**src/hw/rtl/lllr_pkg.sv**
```systemverilog
// Package for the link loss recovery timers block.
// Holds the word types, message, role, operation and register index codes.
// No dependencies.
`timescale 1ns / 1ps

package lllr_pkg;

  localparam int unsigned MaskW      = 4;
  localparam int unsigned PeriodW    = 16;
  localparam int unsigned MaxResults = 3;
  localparam int unsigned CfgIdxW    = 2;

  // Operation codes of an input word.
  localparam logic OpWatch  = 1'b0;
  localparam logic OpCancel = 1'b1;

  // Message codes of a result word.
  localparam logic [1:0] MsgLossRecovery     = 2'd0;
  localparam logic [1:0] MsgRecoveryFailed   = 2'd1;
  localparam logic [1:0] MsgLossDisconnected = 2'd2;
  localparam logic [1:0] MsgRecovered        = 2'd3;

  // Link roles. The fourth code behaves as neutral.
  localparam logic [1:0] RoleNeutral = 2'd0;
  localparam logic [1:0] RoleChild   = 2'd1;
  localparam logic [1:0] RoleParent  = 2'd2;

  // Configuration register indexes.
  localparam logic [CfgIdxW-1:0] CfgRecoveryEnable = 2'd0;
  localparam logic [CfgIdxW-1:0] CfgRecoveryPeriod = 2'd1;
  localparam logic [CfgIdxW-1:0] CfgRole           = 2'd2;

  typedef struct packed {
    logic             op;
    logic [MaskW-1:0] lost_slots;
    logic             loss_by_disconnect;
    logic [MaskW-1:0] recovered_slots;
    logic [MaskW-1:0] target_slots;
    logic [MaskW-1:0] current_loss_slots;
  } in_word_t;

  typedef struct packed {
    logic [1:0]       message;
    logic [MaskW-1:0] slots;
    logic             reason_out;
    logic [MaskW-1:0] disconnect_slots;
    logic             disconnect_occurred;
    logic             last;
  } out_word_t;

endpackage

```
**src/hw/rtl/link_loss_recovery_timers.sv**
```systemverilog
// Link loss recovery timers: per-slot link supervisor, top level.
// Depends on lllr_pkg for the word types and the code constants.
`timescale 1ns / 1ps

// How the block is used
// ---------------------
// The input channel (in_valid_i, in_stall_o, in_word_i) takes one word per
// watch tick or cancel request. A word is taken at a rising edge where
// in_valid_i is high and in_stall_o is low. The output channel (out_valid_o,
// out_stall_i, out_word_o) delivers the messages that each input word causes,
// zero to three of them, in order, with the last one flagged by its last bit.
// All decisions and all timer updates for one input word are made in the
// cycle in which it is taken; its messages are held in a three-entry result
// bundle and moved one per cycle, while the output register is free or being
// emptied, into the output register. The first message passes through the
// bundle and then the output register before it can be collected. An input
// word that causes at most one message can be followed by another in every
// cycle while the receiver does not stall; one that causes more messages
// holds the input stall until its final message moves out of the bundle.
// The bundle is freed while its final message enters the output register, so
// a new word is taken even while a finished message waits to be collected.
// When the receiver stalls, the output word holds and the bundle fills; the
// input stall then rises until the bundle drains. Reset clears the timers,
// the waiting mask and the configuration registers and empties the bundle
// and the output register. Configuration is to be written only while idle.

module link_loss_recovery_timers #(
  parameter int unsigned SLOT_COUNT = 4
) (
  input  logic                           clk_i,
  input  logic                           rst_ni,
  input  logic                           in_valid_i,
  output logic                           in_stall_o,
  input  lllr_pkg::in_word_t             in_word_i,
  output logic                           out_valid_o,
  input  logic                           out_stall_i,
  output lllr_pkg::out_word_t            out_word_o,
  input  logic                           cfg_we_i,
  input  logic [lllr_pkg::CfgIdxW-1:0]   cfg_index_i,
  input  logic [lllr_pkg::PeriodW-1:0]   cfg_wdata_i
);

  // Only slots that a four-bit mask can name take part.
  localparam int unsigned NumSlots =
      (SLOT_COUNT < lllr_pkg::MaskW) ? SLOT_COUNT : lllr_pkg::MaskW;
  localparam logic [lllr_pkg::MaskW-1:0] SlotMask =
      lllr_pkg::MaskW'((1 << NumSlots) - 1);

  // Configuration registers.
  logic                          recovery_enable_q;
  logic [lllr_pkg::PeriodW-1:0]  recovery_period_q;
  logic [1:0]                    role_q;

  // Timer state.
  logic [lllr_pkg::MaskW-1:0]    waiting_q, waiting_d;
  logic [lllr_pkg::PeriodW-1:0]  counter_q [NumSlots];
  logic [lllr_pkg::PeriodW-1:0]  counter_d [NumSlots];

  // Result bundle: entry 0 is the next message to move out, cnt_q is the
  // number of messages still held.
  lllr_pkg::out_word_t           bundle_q [lllr_pkg::MaxResults];
  lllr_pkg::out_word_t           bundle_d [lllr_pkg::MaxResults];
  logic [1:0]                    cnt_q, cnt_d;

  // Output register.
  logic                          out_valid_q;
  lllr_pkg::out_word_t           out_q;

  logic                          in_accept;
  logic                          move;

  // A message moves when the bundle holds one and the output register is
  // free or is being emptied in this cycle.
  assign move       = (cnt_q != 2'd0) && (!out_valid_q || !out_stall_i);
  assign in_stall_o = (cnt_q > 2'd1) || ((cnt_q == 2'd1) && !move);
  assign in_accept  = in_valid_i && !in_stall_o;

  assign out_valid_o = out_valid_q;
  assign out_word_o  = out_q;

  // Evaluation of one input word against the current timer state.
  always_comb begin
    logic [lllr_pkg::MaskW-1:0] tgt;
    logic [lllr_pkg::MaskW-1:0] lost;
    logic [lllr_pkg::MaskW-1:0] rec;
    logic [lllr_pkg::MaskW-1:0] expired;
    logic [lllr_pkg::MaskW-1:0] dmask;
    logic                       reason;
    logic                       disc_any;
    logic [2:0]                 cand_v;
    lllr_pkg::out_word_t        cand [lllr_pkg::MaxResults];
    lllr_pkg::out_word_t        fresh [lllr_pkg::MaxResults];
    logic [1:0]                 n;

    tgt      = in_word_i.target_slots & SlotMask;
    lost     = in_word_i.lost_slots & SlotMask;
    rec      = in_word_i.recovered_slots & SlotMask;
    reason   = in_word_i.loss_by_disconnect;
    expired  = '0;
    dmask    = '0;
    disc_any = 1'b0;
    cand_v   = '0;
    for (int k = 0; k < lllr_pkg::MaxResults; k++) begin
      cand[k]  = '0;
      fresh[k] = '0;
    end
    waiting_d = waiting_q;
    for (int i = 0; i < NumSlots; i++) begin
      counter_d[i] = counter_q[i];
    end

    if (in_word_i.op == lllr_pkg::OpCancel) begin
      // A cancel only acts when one of its targets is waiting.
      if ((tgt & waiting_q) != '0) begin
        waiting_d = waiting_q & ~tgt;
        for (int i = 0; i < NumSlots; i++) begin
          if (tgt[i]) begin
            counter_d[i] = '0;
          end
        end
        dmask     = in_word_i.current_loss_slots & tgt;
        cand_v[0] = 1'b1;
        cand[0].message          = lllr_pkg::MsgRecoveryFailed;
        cand[0].slots            = dmask;
        cand[0].disconnect_slots = dmask;
      end
    end else begin
      // Loss report.
      if (lost != '0) begin
        cand_v[0]     = 1'b1;
        cand[0].slots = lost;
        if (recovery_enable_q) begin
          if ((role_q == lllr_pkg::RoleChild) && reason) begin
            cand[0].message          = lllr_pkg::MsgRecoveryFailed;
            cand[0].disconnect_slots = lost;
            disc_any                 = 1'b1;
          end else begin
            waiting_d = waiting_d | lost;
            for (int i = 0; i < NumSlots; i++) begin
              if (lost[i]) begin
                counter_d[i] = recovery_period_q;
              end
            end
            cand[0].message    = lllr_pkg::MsgLossRecovery;
            cand[0].reason_out = reason;
          end
        end else begin
          cand[0].message          = lllr_pkg::MsgLossDisconnected;
          cand[0].reason_out       = reason;
          cand[0].disconnect_slots = lost;
          disc_any                 = 1'b1;
        end
      end

      if (role_q == lllr_pkg::RoleParent) begin
        // Recovered slots end their wait.
        if (rec != '0) begin
          for (int i = 0; i < NumSlots; i++) begin
            if (rec[i]) begin
              counter_d[i] = '0;
            end
          end
          waiting_d        = waiting_d & ~rec;
          cand_v[1]        = 1'b1;
          cand[1].message  = lllr_pkg::MsgRecovered;
          cand[1].slots    = rec;
        end
        // Countdown; a count leaving one expires its slot.
        for (int i = 0; i < NumSlots; i++) begin
          if (waiting_d[i] && (counter_d[i] != '0)) begin
            expired[i]   = (counter_d[i] == lllr_pkg::PeriodW'(1));
            counter_d[i] = counter_d[i] - lllr_pkg::PeriodW'(1);
          end
        end
        if (expired != '0) begin
          waiting_d                = waiting_d & ~expired;
          cand_v[2]                = 1'b1;
          cand[2].message          = lllr_pkg::MsgRecoveryFailed;
          cand[2].slots            = expired;
          cand[2].disconnect_slots = expired;
          disc_any                 = 1'b1;
        end
      end
    end

    // Pack the messages that occurred in order and flag the final one.
    n = 2'd0;
    for (int k = 0; k < lllr_pkg::MaxResults; k++) begin
      if (cand_v[k]) begin
        fresh[n] = cand[k];
        n        = n + 2'd1;
      end
    end
    if (n != 2'd0) begin
      fresh[n - 2'd1].last                = 1'b1;
      fresh[n - 2'd1].disconnect_occurred = disc_any;
    end

    // Bundle update: hold, shift out on a move, overwrite on an accept.
    for (int k = 0; k < lllr_pkg::MaxResults; k++) begin
      bundle_d[k] = bundle_q[k];
    end
    cnt_d = cnt_q;
    if (move) begin
      bundle_d[0] = bundle_q[1];
      bundle_d[1] = bundle_q[2];
      cnt_d       = cnt_q - 2'd1;
    end
    if (in_accept) begin
      for (int k = 0; k < lllr_pkg::MaxResults; k++) begin
        bundle_d[k] = fresh[k];
      end
      cnt_d = n;
    end
  end

  // Configuration registers.
  always_ff @(posedge clk_i or negedge rst_ni) begin
    if (!rst_ni) begin
      recovery_enable_q <= 1'b0;
      recovery_period_q <= '0;
      role_q            <= lllr_pkg::RoleNeutral;
    end else if (cfg_we_i) begin
      case (cfg_index_i)
        lllr_pkg::CfgRecoveryEnable: recovery_enable_q <= cfg_wdata_i[0];
        lllr_pkg::CfgRecoveryPeriod: recovery_period_q <= cfg_wdata_i;
        lllr_pkg::CfgRole:           role_q            <= cfg_wdata_i[1:0];
        default: begin
        end
      endcase
    end
  end

  // Timer state changes only when an input word is taken.
  always_ff @(posedge clk_i or negedge rst_ni) begin
    if (!rst_ni) begin
      waiting_q <= '0;
      for (int i = 0; i < NumSlots; i++) begin
        counter_q[i] <= '0;
      end
    end else if (in_accept) begin
      waiting_q <= waiting_d;
      for (int i = 0; i < NumSlots; i++) begin
        counter_q[i] <= counter_d[i];
      end
    end
  end

  // Bundle count and output valid.
  always_ff @(posedge clk_i or negedge rst_ni) begin
    if (!rst_ni) begin
      cnt_q       <= 2'd0;
      out_valid_q <= 1'b0;
    end else begin
      cnt_q <= cnt_d;
      if (move) begin
        out_valid_q <= 1'b1;
      end else if (!out_stall_i) begin
        out_valid_q <= 1'b0;
      end
    end
  end

  // Payload registers need no reset.
  always_ff @(posedge clk_i) begin
    for (int k = 0; k < lllr_pkg::MaxResults; k++) begin
      bundle_q[k] <= bundle_d[k];
    end
    if (move) begin
      out_q <= bundle_q[0];
    end
  end

  // Slots that no mask bit can name never wait.
  assert property (@(posedge clk_i) disable iff (!rst_ni)
    (waiting_q & ~SlotMask) == '0)
    else $error("waiting mask holds a slot outside the slot range");

  // The newest message held in the bundle always closes its input word.
  assert property (@(posedge clk_i) disable iff (!rst_ni)
    (cnt_q != 2'd0) |-> bundle_q[cnt_q - 2'd1].last)
    else $error("result bundle lacks its final message flag");

  // The output register only fills from a non-empty bundle.
  assert property (@(posedge clk_i) disable iff (!rst_ni)
    $rose(out_valid_q) |-> ($past(cnt_q) != 2'd0))
    else $error("output word appeared without a held message");

endmodule

```
**config.mk**
```make
export PLATFORM = sky130hd
export DESIGN_NAME = link_loss_recovery_timers
export DESIGN_NICKNAME = d
export VERILOG_FILES = /design/src/hw/rtl/lllr_pkg.sv /design/src/hw/rtl/link_loss_recovery_timers.sv
export SDC_FILE = /design/constraint.sdc
export NUM_CORES = 1
export LEC_CHECK = 0
export BUFFER_PORTS_ARGS = -buffer_cell sky130_fd_sc_hd__buf_2
export CORE_AREA = 2 2 155 157
export CTS_CLUSTER_SIZE = 12
export DETAILED_ROUTE_END_ITERATION = 7
export DIE_AREA = 0 0 157 159
export PLACE_DENSITY = 0.55
export SLEW_MARGIN = 20
export SYNTH_ARGS = -nofsm -noshare
export SYNTH_HDL_FRONTEND = slang
export SYNTH_SLANG_ARGS = --single-unit
```
**constraint.sdc**
```tcl
create_clock -name clk_i -period 3.9 [get_ports clk_i]
set_input_delay 0.39 -clock clk_i [delete_from_list [all_inputs] [get_ports clk_i]]
set_output_delay 0.39 -clock clk_i [all_outputs]
set_load 0.005 [all_outputs]
```
==> flow_metrics.env, run 1 <==
export IMPL_placed_cell_area_mm2=0.009920
export IMPL_placementRows=56
export IMPL_p_int_w=0.004272
export IMPL_die_h_um=159
export IMPL_cp_startpoint="role_q[0]"
export IMPL_syn_instance_count=1056
export IMPL_synth_edff_count=45
export IMPL_fmax_mhz=273.0
export IMPL_firstDrtPassIters=5
export IMPL_setup_viol=0
export IMPL_grt_pass1_wl_um=46200
export IMPL_routed_wl_um=28690
export IMPL_overflow=0
export IMPL_drv_cap=0
export IMPL_antenna_found_initial=0
export IMPL_path_class="reg -> reg"
export IMPL_die_area_mm2=0.02496
export IMPL_cp_start_kind="flip-flop"
export IMPL_antenna_cells=0
export IMPL_regToRegSetupSlack_ns=0.24
export IMPL_cts_sinks=135
export IMPL_place_congestion=0.9091
export IMPL_postRouteAntennaNets=0
export IMPL_yosysUniqueCellTypes=87
export IMPL_cp_max_fo=7
export IMPL_die_w_um=157
export IMPL_min_period_over_period=0.9393
export IMPL_final_area_mm2=0.01055
export IMPL_r2r_cells=13
export IMPL_syn_nets=1110
export IMPL_holdPathEnd="recovery_period_q[2]"
export IMPL_hp_class="in -> reg"
export IMPL_cts_root_buf="clkbuf_16"
export IMPL_grt_total_usage=0.2382
export IMPL_ctsLongestPathBuffers=2
export IMPL_register_area_mm2=0.003605
export IMPL_clk_pin_slew_worst_paths_ns=0.08
export IMPL_drt_first_iter_violations=637
export IMPL_routed_via_count=8347
export IMPL_synth_seq_area_share=0.3939
export IMPL_worst_skew_pair_late_latency_ns=0.44
export IMPL_synthToLayoutAreaGrowth_pct=15.33
export IMPL_timing_slew_headroom=0.2847
export IMPL_critPathMaxStageDelay_ns=0.54
export IMPL_critPathArrivalTime_ns=3.85
export IMPL_end_kind="flip-flop"
export IMPL_min_path_cells=2
export IMPL_multi_input_area_mm2=0.005144
export IMPL_post_drt_wl_per_cell_um=19.79
export IMPL_drc=0
export IMPL_io_buffers=55
export IMPL_synth_area_per_cell_um2=8.664
export IMPL_hold_ws_ns=0.1766
export IMPL_switching_power_w=0.003117
export IMPL_final_hold_viol_count=0
export IMPL_fillers=2257
export IMPL_min_period_ns=3.663
export IMPL_syn_area_mm2=0.009149
export IMPL_mostFrequentLayoutCells="nand2_1 (188), dfrtp_1 (89), nor2_1 (83), o21ai_0 (72), a21oi_1 (65)"
export IMPL_ir_worst_vdd_uv=280.0
export IMPL_mostFrequentLayoutCell="nand2_1"
export IMPL_p_leak_nw=4.236
export IMPL_io_pins=56
export IMPL_synth_flop_cell="dfrtp_1"
export IMPL_grt_pass1_vias=8195
export IMPL_slowest_stage="fa_1"
export IMPL_switching_share=0.4218
export IMPL_p_comb_frac=0.424
export IMPL_cts_buffers=17
export IMPL_clkPwrFrac=0.229
export IMPL_initial_core_util=0.3945
export IMPL_htreeDepth=4
export IMPL_p_seq_frac=0.347
export IMPL_rsz0062_at_grt="false"
export IMPL_grt_max_degree=51
export IMPL_skew_ns=0.01512
export IMPL_core_region_area_mm2=0.02319
export IMPL_required_ns=4.09
export IMPL_min_from="cfg_wdata_i[2]"
export IMPL_rr_startpoint="role_q[0]"
export IMPL_synthArstFlopShare=0.6667
export IMPL_post_cts_buffers=0
export IMPL_hpwl_um=20890
export IMPL_p_per_area_mw_per_mm2=700.3
export IMPL_viasPerCell=5.757
export IMPL_tightest_slew_ns=1.069
export IMPL_yosysWarnings=0
export IMPL_cts_tree="yes"
export IMPL_drive_above_1_share=0.1848
export IMPL_finalNetCount=1172
export IMPL_status="finished, final reports clean"
export IMPL_ys_ff_latch=135
export IMPL_setup_tns_ns=0
export IMPL_r2r_end="bundle_q[0][14]"
export IMPL_crit_path_cell_trace="and3b_1 -> buf_4 -> nor2_2 -> mux2_2 -> nand2_1 -> ha_1 -> nor2b_1 -> nand4_1 -> a41o_2 -> inv_1 -> fa_1 -> nor2_1 -> a22o_1"
export IMPL_final_max_slew_violation_count=0
worst max-delay path: cells and delay by family, from the launching register on:
family	cells	cell delay (ns)
buffers and inverters	2	0.26
and+or+nand+nor	6	0.99
DFF	1	0.45
adders and majority gates	2	0.83
muxes	1	0.36
AOI/OAI and AO/OA	2	0.51
per-layer routing:
| layer | GRT usage | routed length, µm | vias to the layer above |
|---|---|---|---|
| met5 | 0 | 0 | - |
| met4 | 0.08716 | 853 | 0 |
| met3 | 0.04192 | 1900 | 60 |
| met2 | 0.3708 | 13180 | 315 |
| met1 | 0.3314 | 12760 | 4027 |
| li1 | - | - | 3945 |
logic make-up (layout without fill, tap and decap cells):
group | after synthesis | in the layout | share of synthesized area
xor gates and xnor gates | 48 | 48 | 0.04595
buffers and inverters | 95 | 170 | 0.04581
AOI/OAI and AO/OA | 279 | 279 | 0.2050
and+or+nand+nor | 430 | 430 | 0.2266
adders and majority gates | 13 | 13 | 0.01860
muxes | 56 | 56 | 0.06414
DFF | 135 | 135 | 0.3939
layout make-up:
cell class              instances  area share
clock buffers                  17     0.04032
flip-flops and latches        135      0.3416
inverters                      28    0.009961
clock inverters                15     0.01708
well taps                     319     0.03783
multi-input cells             826      0.4875
repair buffers                110     0.06569
flip-flops by register name, summed over array words and instances (netlist names):
name and cells:
out_valid_o 1, recovery_period_q 16, out_word_o 13, waiting_q 4
role_q 2, counter_q 64, cnt_q 2, recovery_enable_q 1
bundle_q 32
power by group through the flow:
stage / Clock [W] / Sequential, W / Combinational, W
3_3_place_gp: 0 / 0.00259 / 0.00307
3_5_place_dp: 0 / 0.00259 / 0.00309
5_1_grt: 0.00177 / 0.00264 / 0.00351
6_report: 0.00169 / 0.00257 / 0.00314
4_1_cts: 0.00171 / 0.00256 / 0.00311
2_1_floorplan: 0 / 0.00246 / 0.00222
how the worst max path moves through the flow:
stage	to	slack, ns	cells past startpoint
3_5_place_dp	bundle_q[0][14]	0.18	14
4_1_cts	bundle_q[0][14]	0.20	13
5_1_grt	bundle_q[0][0]	0.01	14
3_3_place_gp	bundle_q[0][13]	0.26	14
6_report	bundle_q[0][14]	0.24	13
2_1_floorplan	bundle_q[0][0]	0.25	15
synthesized netlist by cell type (4+ instances only):
| library cell | count | area share |
|---|---|---|
| a211o_1 | 6 | 0.0057 |
| nor3_1 | 32 | 0.018 |
| nor3b_1 | 4 | 0.0033 |
| o311ai_0 | 4 | 0.0038 |
| buf_1 | 4 | 0.0016 |
| a22o_1 | 8 | 0.0077 |
| xor2_1 | 24 | 0.023 |
| xnor2_1 | 24 | 0.023 |
| a21o_1 | 10 | 0.0082 |
| inv_1 | 25 | 0.010 |
| or2_2 | 5 | 0.0034 |
| nor4_4 | 4 | 0.0093 |
| nor2_1 | 84 | 0.034 |
| nand4_1 | 10 | 0.0068 |
| clkbuf_1 | 43 | 0.018 |
| nand2_1 | 189 | 0.078 |
| nor4_1 | 15 | 0.010 |
| o21ai_1 | 25 | 0.014 |
| or3_1 | 5 | 0.0034 |
| ha_1 | 12 | 0.016 |
| edfxtp_1 | 45 | 0.15 |
| o31ai_1 | 12 | 0.0098 |
| nor2b_1 | 4 | 0.0027 |
| dfrtp_1 | 90 | 0.25 |
| o21a_1 | 4 | 0.0033 |
| buf_2 | 14 | 0.0077 |
| nand3_1 | 35 | 0.019 |
| o21ai_0 | 72 | 0.039 |
| mux2i_1 | 35 | 0.038 |
| nand2b_1 | 4 | 0.0027 |
| or4_1 | 4 | 0.0033 |
| mux2_2 | 21 | 0.026 |
| and2_1 | 11 | 0.0075 |
| buf_6 | 6 | 0.0074 |
| a21oi_1 | 65 | 0.036 |
| o211ai_1 | 12 | 0.0098 |
| o21ai_2 | 5 | 0.0048 |
timing repair:
item / in CTS / in global routing
endpoints found under the hold margin: 9 / 0
setup endpoints to repair: 0 / 11
gates resized for setup: 0 / 5
hold buffers: 1 / 0
stage by stage:
| step | setup slack (ns) | std cells | util | total power [W] |
|---|---|---|---|---|
| after floorplan | 0.2460 | 1056 | - | 0.004680 |
| after global placement | 0.2570 | 1417 | 0.4277 | 0.005661 |
| after detailed placement | 0.1757 | 1417 | 0.4277 | 0.005681 |
| after CTS | 0.2014 | 1450 | 0.4543 | 0.007388 |
| after global routing | 0.01330 | 1450 | 0.4550 | 0.007922 |
| final | 0.2369 | 1450 | 0.4550 | 0.007389 |
Note: power is estimated with default switching activity, not from simulation.
==> run 2, diff against run 1 <==
PLACE_DENSITY = 0.54   (was 0.55)
clock period = 3.85 ns   (was 3.9 ns; I/O delays follow)
==> flow_metrics.env, run 2 (same netlist as run 1, synthesis figures left out) <==
export IMPL_status="finished, final reports clean"
export IMPL_final_max_slew_violation_count=0
export IMPL_min_period_over_period=0.9393
export IMPL_worst_skew_pair_late_latency_ns=0.44
export IMPL_slowest_stage="fa_1"
export IMPL_routed_via_count=8393
export IMPL_min_period_ns=3.616
export IMPL_crit_path_cell_trace="and3b_2 -> buf_4 -> nor2_2 -> mux2_2 -> nand2_1 -> ha_1 -> nor3b_1 -> o21ai_0 -> a41o_1 -> inv_1 -> fa_1 -> nand2_1 -> o21ai_0"
export IMPL_fmax_mhz=276.5
export IMPL_required_ns=4.04
export IMPL_hold_ws_ns=0.1748
export IMPL_grt_total_usage=0.2405
export IMPL_cp_start_kind="flip-flop"
export IMPL_cts_tree="yes"
export IMPL_io_buffers=55
export IMPL_largest_register_ffs=64
export IMPL_ir_worst_vdd_uv=338.1
export IMPL_grt_pass1_wl_um=46930
export IMPL_io_pins=56
export IMPL_synthToLayoutAreaGrowth_pct=15.44
export IMPL_drc=0
export IMPL_placementRows=56
export IMPL_regMostFlops="counter_q"
export IMPL_die_w_um=157
export IMPL_postRouteAntennaNets=0
export IMPL_drv_cap=0
export IMPL_htreeDepth=4
export IMPL_setup_viol=0
export IMPL_finalNetCount=1174
export IMPL_mostFrequentLayoutCell="nand2_1"
export IMPL_tightest_slew_ns=1.092
export IMPL_register_area_mm2=0.003605
export IMPL_fillers=2282
export IMPL_hp_class="in -> reg"
export IMPL_overflow=0
export IMPL_drt_first_iter_violations=905
export IMPL_hpwl_um=21320
export IMPL_core_region_area_mm2=0.02319
export IMPL_grt_pass1_vias=8267
export IMPL_multi_input_area_mm2=0.005139
export IMPL_ctsLongestPathBuffers=2
export IMPL_initial_core_util=0.3945
export IMPL_cts_sinks=135
export IMPL_path_class="reg -> reg"
export IMPL_grt_max_degree=44
export IMPL_firstDrtPassIters=7
export IMPL_cp_max_fo=11
export IMPL_clk_pin_slew_worst_paths_ns=0.07
export IMPL_routed_wl_um=29360
export IMPL_timing_slew_headroom=0.2696
export IMPL_post_drt_wl_per_cell_um=20.22
export IMPL_place_congestion=0.9382
export IMPL_cpLargestDelayFamily="simple AND/OR/NAND/NOR gates"
export IMPL_antenna_found_initial=0
export IMPL_end_kind="flip-flop"
export IMPL_p_per_area_mw_per_mm2=713.9
export IMPL_cts_buffers=17
export IMPL_antenna_cells=0
export IMPL_p_leak_nw=4.245
export IMPL_final_hold_viol_count=0
export IMPL_critPathBufInv=2
export IMPL_die_area_mm2=0.02496
export IMPL_drive_above_1_share=0.1853
export IMPL_skew_ns=0.01377
export IMPL_postLayoutCoreUtil=0.4554
export IMPL_critPathArrivalTime_ns=3.81
export IMPL_viasPerCell=5.780
export IMPL_cts_root_buf="clkbuf_16"
export IMPL_mostFrequentLayoutCells="nand2_1 (188), dfrtp_1 (89), nor2_1 (83), o21ai_0 (72), a21oi_1 (65)"
export IMPL_critPathMaxStageDelay_ns=0.46
export IMPL_die_h_um=159
export IMPL_top_regs="counter_q: 64 flops, bundle_q: 32 flops, recovery_period_q: 16 flops"
## run 2: cell count changes in the layout (fill, tap and decap cells not counted), sizes merged
| cell | previous run | this run |
|---|---|---|
| clkinv | 6 | 5 |
| buf | 109 | 111 |
| bufinv | 1 | 2 |
## run 2: area by class of cell
cell class | instances | area share
clock buffers | 17 | 0.04028
clock inverters | 15 | 0.01706
inverters | 28 | 0.009951
multi-input cells | 826 | 0.4866
flip-flops and latches | 135 | 0.3413
well taps | 319 | 0.03779
repair buffers | 112 | 0.06705
## run 2: path summary, 6_finish.rpt
path / cells past startpoint / start / slack [ns] / to
hold / removal: 2 / cfg_wdata_i[5] / 0.17 / recovery_period_q[5]
min in group asynchronous: 2 / rst_ni / 0.49 / recovery_period_q[5]
setup reg to reg: 13 / role_q[0] / 0.23 / bundle_q[0][0]
setup / recovery: 13 / role_q[0] / 0.23 / bundle_q[0][0]
max in group asynchronous: 3 / rst_ni / 2.55 / counter_q[45]
hold reg to reg: 0 / bundle_q[0][2] / 0.41 / out_word_o[2]
## run 2: what timing repair did
item / 4_1_cts / 5_1_grt
gates resized for setup: 0 / 4
buffers inserted: 0 / 0
hold buffers: 1 / 0
setup endpoints to repair: 0 / 7
endpoints found under the hold margin: 41 / 0
## run 2: per-stage QoR
step                std cells  total power [W]  instance area, µm²  setup TNS (ns)  worst slack, ns
floorplan                1056         0.004741                9149               0           0.1960
global placement         1419         0.005781                9935               0           0.2408
detailed placement       1419         0.005795                9935               0           0.1830
CTS                      1452         0.007546               10550               0           0.1872
global route             1452         0.008044               10560        -0.01694         -0.01694
finish                   1452         0.007540               10560               0           0.2337
## run 2: power breakdown
group | leakage, nW | switching (W) | internal (W)
Clock | 0.295 | 0.000750 | 0.000982
Sequential | 1.61 | 0.000439 | 0.00218
Combinational | 2.34 | 0.00196 | 0.00124
## run 2: worst reg2reg max path, delay by kind of cell (launching register included)
family          cells  cell delay [ns]
flops               1             0.45
fa+ha+maj           2             0.63
compound gates      3             0.65
simple gates        5             0.97
buf+inv             2             0.29
mux                 1             0.36
## run 2: per-layer routing
layer / part of all wire / vias to the layer above / track usage
li1: - / 3935 / -
met1: 0.45 / 4117 / 0.3317
met2: 0.47 / 284 / 0.3830
met3: 0.058 / 57 / 0.03783
met4: 0.026 / 0 / 0.08382
met5: 0 / - / 0
